<file path="src/sv/bfsa_pkg.sv">
`default_nettype none
package bfsa_pkg;

   localparam int MAX_SLOTS = 32;
   localparam int SLOT_BITS = $clog2(MAX_SLOTS);
   localparam int CNT_BITS  = $clog2(MAX_SLOTS + 1);
   localparam int ADDR_BITS = 16;
   localparam int ID_BITS   = 16;
   localparam int TIME_BITS = 32;

   localparam logic [ADDR_BITS-1:0] MEM_RESET = {ADDR_BITS{1'b1}};

   localparam logic [2:0] ACT_ALLOCATE = 3'd0;
   localparam logic [2:0] ACT_RELEASE  = 3'd1;
   localparam logic [2:0] ACT_COMPACT  = 3'd2;
   localparam logic [2:0] ACT_ADVANCE  = 3'd3;
   localparam logic [2:0] ACT_PROBE    = 3'd4;

   localparam logic [1:0] STAT_OK        = 2'd0;
   localparam logic [1:0] STAT_NO_FIT    = 2'd1;
   localparam logic [1:0] STAT_DUPLICATE = 2'd2;
   localparam logic [1:0] STAT_UNKNOWN   = 2'd3;

   typedef struct packed {
      logic [2:0]           action;
      logic [ID_BITS-1:0]   job_id;
      logic [ADDR_BITS-1:0] job_size;
      logic [TIME_BITS-1:0] job_lifetime;
      logic [TIME_BITS-1:0] time_delta;
   } req_type;

   typedef struct packed {
      logic [1:0]           status;
      logic [ADDR_BITS-1:0] base_position;
      logic [ADDR_BITS-1:0] best_hole_size;
      logic                 id_present;
      logic [ADDR_BITS-1:0] free_units;
      logic [5:0]           job_count;
      logic [5:0]           expired_count;
   } rsp_type;

   typedef struct packed {
      logic                 valid;
      logic                 mark;
      logic [ID_BITS-1:0]   owner;
      logic [ADDR_BITS-1:0] base;
      logic [ADDR_BITS-1:0] length;
      logic [TIME_BITS-1:0] remaining;
   } entry_type;

   typedef struct packed {
      logic clear;
      logic take_left;
      logic take_new;
      logic take_right;
      logic mark_match;
      logic age;
      logic compact;
   } cell_ctrl_type;

   typedef enum logic [2:0] {
      S_IDLE,
      S_CHECK,
      S_SCAN,
      S_INSERT,
      S_DELETE,
      S_COMPACT,
      S_FINISH
   } state_type;

endpackage
`default_nettype wire

</file>
<file path="src/sv/bfsa_cell.sv">
`default_nettype none
module bfsa_cell (
   input  wire                             clock,
   input  wire                             reset,
   input  bfsa_pkg::cell_ctrl_type         ctrl,
   input  bfsa_pkg::entry_type             left_entry,
   input  bfsa_pkg::entry_type             right_entry,
   input  bfsa_pkg::entry_type             new_entry,
   input  wire [bfsa_pkg::ID_BITS-1:0]     match_id,
   input  wire [bfsa_pkg::TIME_BITS-1:0]   delta,
   output bfsa_pkg::entry_type             entry,
   output logic                            match,
   output logic                            due
);
   import bfsa_pkg::*;

   entry_type            entry_ff, entry_in;
   logic [ADDR_BITS:0]   left_end;

   assign left_end = {1'b0, left_entry.base} + {1'b0, left_entry.length};
   assign match    = entry_ff.valid && (entry_ff.owner == match_id);
   assign due      = entry_ff.valid && (entry_ff.remaining <= delta);
   assign entry    = entry_ff;

   always_comb begin
      entry_in = entry_ff;
      if (ctrl.take_new) begin
         entry_in = new_entry;
      end else if (ctrl.take_left) begin
         entry_in = left_entry;
      end else if (ctrl.take_right) begin
         entry_in = right_entry;
      end else if (ctrl.mark_match) begin
         entry_in.mark = match;
      end else if (ctrl.age) begin
         if (due) begin
            entry_in.mark = 1'b1;
         end else begin
            entry_in.remaining = entry_ff.remaining - delta;
         end
      end else if (ctrl.compact && entry_ff.valid) begin
         // The left neighbour's end settles one cell further each cycle.
         entry_in.base = left_end[ADDR_BITS-1:0];
      end
   end

   always_ff @(posedge clock) begin
      entry_ff <= entry_in;
      if (reset || ctrl.clear) begin
         entry_ff.valid <= 1'b0;
         entry_ff.mark  <= 1'b0;
      end
   end

endmodule
`default_nettype wire

</file>
<file path="config.mk">
export PLATFORM = sky130hd
export DESIGN_NAME = bfsa_cell
export DESIGN_NICKNAME = d
export VERILOG_FILES = /design/src/sv/bfsa_pkg.sv /design/src/sv/bfsa_cell.sv
export SDC_FILE = /design/constraint.sdc
export NUM_CORES = 1
export LEC_CHECK = 0
export ABC_AREA = 1
export BUFFER_PORTS_ARGS = -buffer_cell sky130_fd_sc_hd__buf_2
export CAP_MARGIN = 5
export CORE_AREA = 2 2 150 152
export DETAILED_ROUTE_END_ITERATION = 8
export DIE_AREA = 0 0 152 154
export PLACE_DENSITY = 0.71
export SYNTH_ARGS = -nofsm -noshare
export SYNTH_HDL_FRONTEND = slang
export SYNTH_SLANG_ARGS = --single-unit
</file>
<file path="constraint.sdc">
create_clock -name clock -period 7.1 [get_ports clock]
set_clock_uncertainty 0.2 [all_clocks]
set_input_delay 0.355 -clock clock [delete_from_list [all_inputs] [get_ports clock]]
set_output_delay 0.355 -clock clock [all_outputs]
set_load 0.01 [all_outputs]
</file>
======== Word level (Yosys, flattened, before mapping) ========
Cells that the tools add are included.
word-level totals
  bits in registers ....................... 82
  latch bits .............................. 0
  memory bits (writable) .................. 0
  memory bits (read-only) ................. 0
  logic and storage cells ................. 42
  memories kept ........................... 0
cells by class
  add/sub/neg operators ................... 2
  multiply operators ...................... 0
  divide/modulo/power cells ............... 0
  $lt $le $gt $ge ......................... 1
  eq/ne operators ......................... 4
  shift-type cells ........................ 0
  muxes and demuxes ....................... 17
  bitwise operators ....................... 0
  reduce and logical (&&, ||, !) cells .... 12
operator list
  cell                                           count
  two-way mux 82 bit                             2
  two-way mux 32 bit                             4
  two-way mux 16 bit                             6
  <= comparator 32 bit                           1
  subtractor 32 bit                              1
  adder 16 bit                                   1
  == test 16 bit                                 1
  nonzero test 5 bit                             2
  != test 4 x 1 -> 1 bit, second input constant  2
  nonzero test 4 bit                             2
  AND reduction 3 bit                            2
  two-way mux 1 bit                              5
  != test 4 bit, second input constant           1
  logical AND 1 bit                              3
  nonzero test 3 bit                             1
  AND reduction 2 bit                            1
  logical OR 1 bit                               1

======== Depth between registers and ports, before layout ========
  depth after elaboration ................. 8
  gate-level depth with buffers ........... 17
  gate-level depth less buffers ........... 17

======== Worst setup path after synthesis ========
Ideal clock, no wire load.
  path kind ............................... reg2reg
  from .................................... register entry_ff (netlist bit entry[0])
  to ...................................... register entry_ff (netlist bit entry[0]), enable pin
  arrival ................................. 2,497 ps
  data required time ...................... 6,511 ps
  slack ................................... 4,014 ps
  stages on the path, launching flop included .. 17
  path buffers ............................ 0
  cell sequence ........................... edfxtp_1 > inv_1 > ha_1 > fa_1 > inv_1 > nand2_1 > nand2_1 > nand3_1 > nand2_2 > nand2_1 > nand2_2 > nand2_1 > nand2_1 > nand2_1 > nand2_1 > nand3_1 > nand2_1
on the way
  longest elaborated chain between the ends .. 4
RTL lines
  what                                  RTL line         text
  start, declared                       bfsa_cell.sv:17  entry_type entry_ff, entry_in;
  start signal, assigned                bfsa_cell.sv:48  entry_ff <= entry_in;
  <= comparator 32 bit                  bfsa_cell.sv:22  assign due = entry_ff.valid && (entry_ff.remaining <= delta);
  logical AND 1 bit                     bfsa_cell.sv:22
  != test 4 bit (no source line)        n/a
  AND reduction 3 bit (no source line)  n/a
No other way between the ends.
A chain may end at the register's enable or synchronous reset.

======== Worst setup path in the final report ========
  from .................................... register entry_ff (netlist bit entry[0])
  to ...................................... register entry_ff (netlist bit entry[14]), enable pin
Same word-level chain as after synthesis.

==> flow_summary.toml <==
[pwr]
leakagePower_nw = 6.12
intPower_mw = 1.17
p_seq_frac = 0.330
powerDensity_mw_per_mm2 = 175
power_frac_clock = 0.260
swShare = 0.387
ir_drop_mv = 0.0983
p_comb_frac = 0.410
power.switching_uw = 740

[synthesis]
synth_warnings = 0
synth-seq-area-share = 0.288
ys_ff_latch = 82
synth_edf_count = 80
synthArstFlopShare = 0
synth_ff_type = "edfxtp_1"
netlist_area_mm2 = 0.00847
synth_fp_nets = 1725
synth_cell_types = 38
avgSynthCellArea_um2 = 6.17
synthCells = 1373

[setup_path]
cp.required_ns = 6.89
ff2ff_setup_slack_ns = 4.08
cp-start-kind = "flip-flop"
cp.arrival_ns = 2.81
cp-end-kind = "flip-flop"
critPathMaxFanout = 32
path_class = "reg2reg"

[die]
std_cell_rows = 54
dieArea_mm2 = 0.0234
core_region_area_mm2 = 0.0217
num_io_pins = 387
start_util = 0.391
die_w_um = 152
die_height_um = 154

[grt]
antenna_found_initial = 3
grt_pass1_vias = 9768
grt_max_degree = 86
grt_overflow = 0
grt_pass1_wl_mm = 51.0
grt_use_total = 0.274

[sta]
rsz0062_at_grt = "no"
postLayoutSetupSlackWorst_ns = 4.08
layout_min_cycle_time_ns = 3.02
fmaxAchievable_mhz = 332
tightest_slew_ns = 0.986
hold_viol = 0
slew_headroom = 0.342
layout_worst_path_cycle_share = 0.425
slew_violations = 0
tns_ns = 0
setup_violations = 0

[cts]
cts-buffers-inserted = 9
cts.clk_slew.worst_paths_ns = 0.07
insertion_delay_ns = 0.35
cts_tree = "yes"
cts_hold_buf = 0
cts_buffer_depth = 2
cts_root_buf = "clkbuf_16"
clock_sink_count = 82
htree_levels = 3
post_cts_buffers = 0
ctsResizeCount = 0

[drt]
firstDrtPassIters = 5
route.detailed.drc = 0
vias_per_cell = 5.04
vias = 10200
met3WireLength_mm = 2.40
drt-initial-drc-count = 627
wl_met1_mm = 13.5
ant_nets = 0
routed.top_layer = "met5"
wl_met2_mm = 16.6
wl_per_cell_um = 16.5
drt-total-wl_mm = 33.3

[final_layout]
final_nets = 2085
fillers = 2276
fin_cells = 2019
area_growth_pct = 28.7
layout-drive-gt1-share = 0.248
largest_reg_flops = 82

[place]
pre_cts_slack_ns = 3.83
dp.cells = 2002
hpwlAfterDp_mm = 26.9
place_congestion = 0.987
numPortBuffers = 386

[job]
drv_cap = 0

[outcome]
status = "finished clean"

[hold_path]
min_path_type = "in2reg"
synthesized netlist by cell type, drive strengths merged, types with 8 or more instances:
cell type | count | area, um^2
nand2 | 477 | 1820
o21ai | 53 | 273
clkbuf | 27 | 121
xnor2 | 18 | 158
inv | 202 | 758
nand3 | 55 | 275
a21oi | 148 | 741
nand4 | 8 | 50.1
o211ai | 10 | 75.1
edfxtp | 80 | 2400
nand3b | 12 | 90.1
ha | 47 | 588
nor2 | 170 | 646
buf | 15 | 68.8
cell families (layout without fill, tap and decap cells):
family          after synthesis  after routing  share of synthesized area
compound gates              224            224                      0.140
simple gates                744            744                      0.356
buf+inv                     249            614                      0.116
flops                        82             82                      0.288
fa+ha+maj                    49             49                     0.0742
other cells                   0              1                          0
xor+xnor                     25             25                     0.0258
worst paths after layout:
kind,startpoint,to,cells after the start
worst max-delay path,entry[0]$_DFFE_PP_,entry[14]$_DFFE_PP_,17
worst min-delay path,new_entry[28],entry[28]$_DFFE_PP_,3
worst min register to register,entry[80]$_SDFFE_PP0P_,entry[80]$_SDFFE_PP0P_,4
worst max register to register,entry[0]$_DFFE_PP_,entry[14]$_DFFE_PP_,17
critical path, cell delays in order (launching register included):
cell      delay (ns)
edfxtp_1        0.35
inv_1           0.04
ha_1            0.20
fa_1            0.41
inv_1           0.12
nand2_1         0.08
nand2_1         0.09
nand3_1         0.08
nand2_2         0.11
nand2_1         0.07
nand2_2         0.08
nand2_1         0.05
nand2_1         0.05
nand2_1         0.08
nand2_1         0.08
nand3_1         0.07
nand2_1         0.06
buf_4           0.42
through the flow:
| stage | area (um^2) | utilization | power, mW | hold slack, ns |
|---|---|---|---|---|
| CTS | 10900 | 0.503 | 1.92 | 0.0596 |
| detailed placement | 10600 | 0.489 | 1.41 | 0.338 |
| floorplan | 8470 | - | 1.12 | 0.320 |
| global placement | 10600 | 0.489 | 1.41 | 0.336 |
| global route | 10900 | 0.503 | 2.03 | 0.0772 |
| finish | 10900 | 0.503 | 1.91 | 0.0729 |
power groups by stage:
stage               Sequential, mW  Combinational (mW)  Clock, mW
CTS                          0.630               0.779      0.507
finish                       0.630               0.783      0.498
detailed placement           0.640               0.775          0
global placement             0.638               0.769          0
global route                 0.636               0.875      0.523
floorplan                    0.660               0.459          0
area by class of cell:
cell class	instances	area [um^2]	share of cell area
Timing Repair Buffer	394	1990	0.183
Sequential cell	82	2440	0.224
Tap cell	280	350	0.0321
Multi-Input combinational cell	1042	5050	0.463
Antenna cell	1	2.50	0.000230
Clock inverter	7	76.3	0.00700
Inverter	204	766	0.0702
Clock buffer	9	225	0.0207
per-layer routing:
| layer | up-vias | global-route usage |
|---|---|---|
| li1 | 5093 | - |
| met1 | 4561 | 0.329 |
| met2 | 459 | 0.491 |
| met3 | 58 | 0.0561 |
| met4 | 2 | 0.0837 |
| met5 | - | 0 |
placed cells by master (no fill, tap or decap), types with 4 or more instances in the layout:
master	n
buf_4	9
buf_2	385
o21ai_0	43
nand3b_1	12
a21o_1	4
nand2_2	12
nand3_1	55
o21ai_1	8
xor2_1	7
nor2_1	169
xnor2_1	18
nor4_1	5
o211ai_1	10
nand4_1	8
edfxtp_1	80
clkbuf_16	9
nor3_1	7
ha_1	47
o21bai_1	4
or2_2	6
inv_1	201
a21oi_1	148
nand2_1	465
Note: power is estimated with default switching activity, not from simulation.
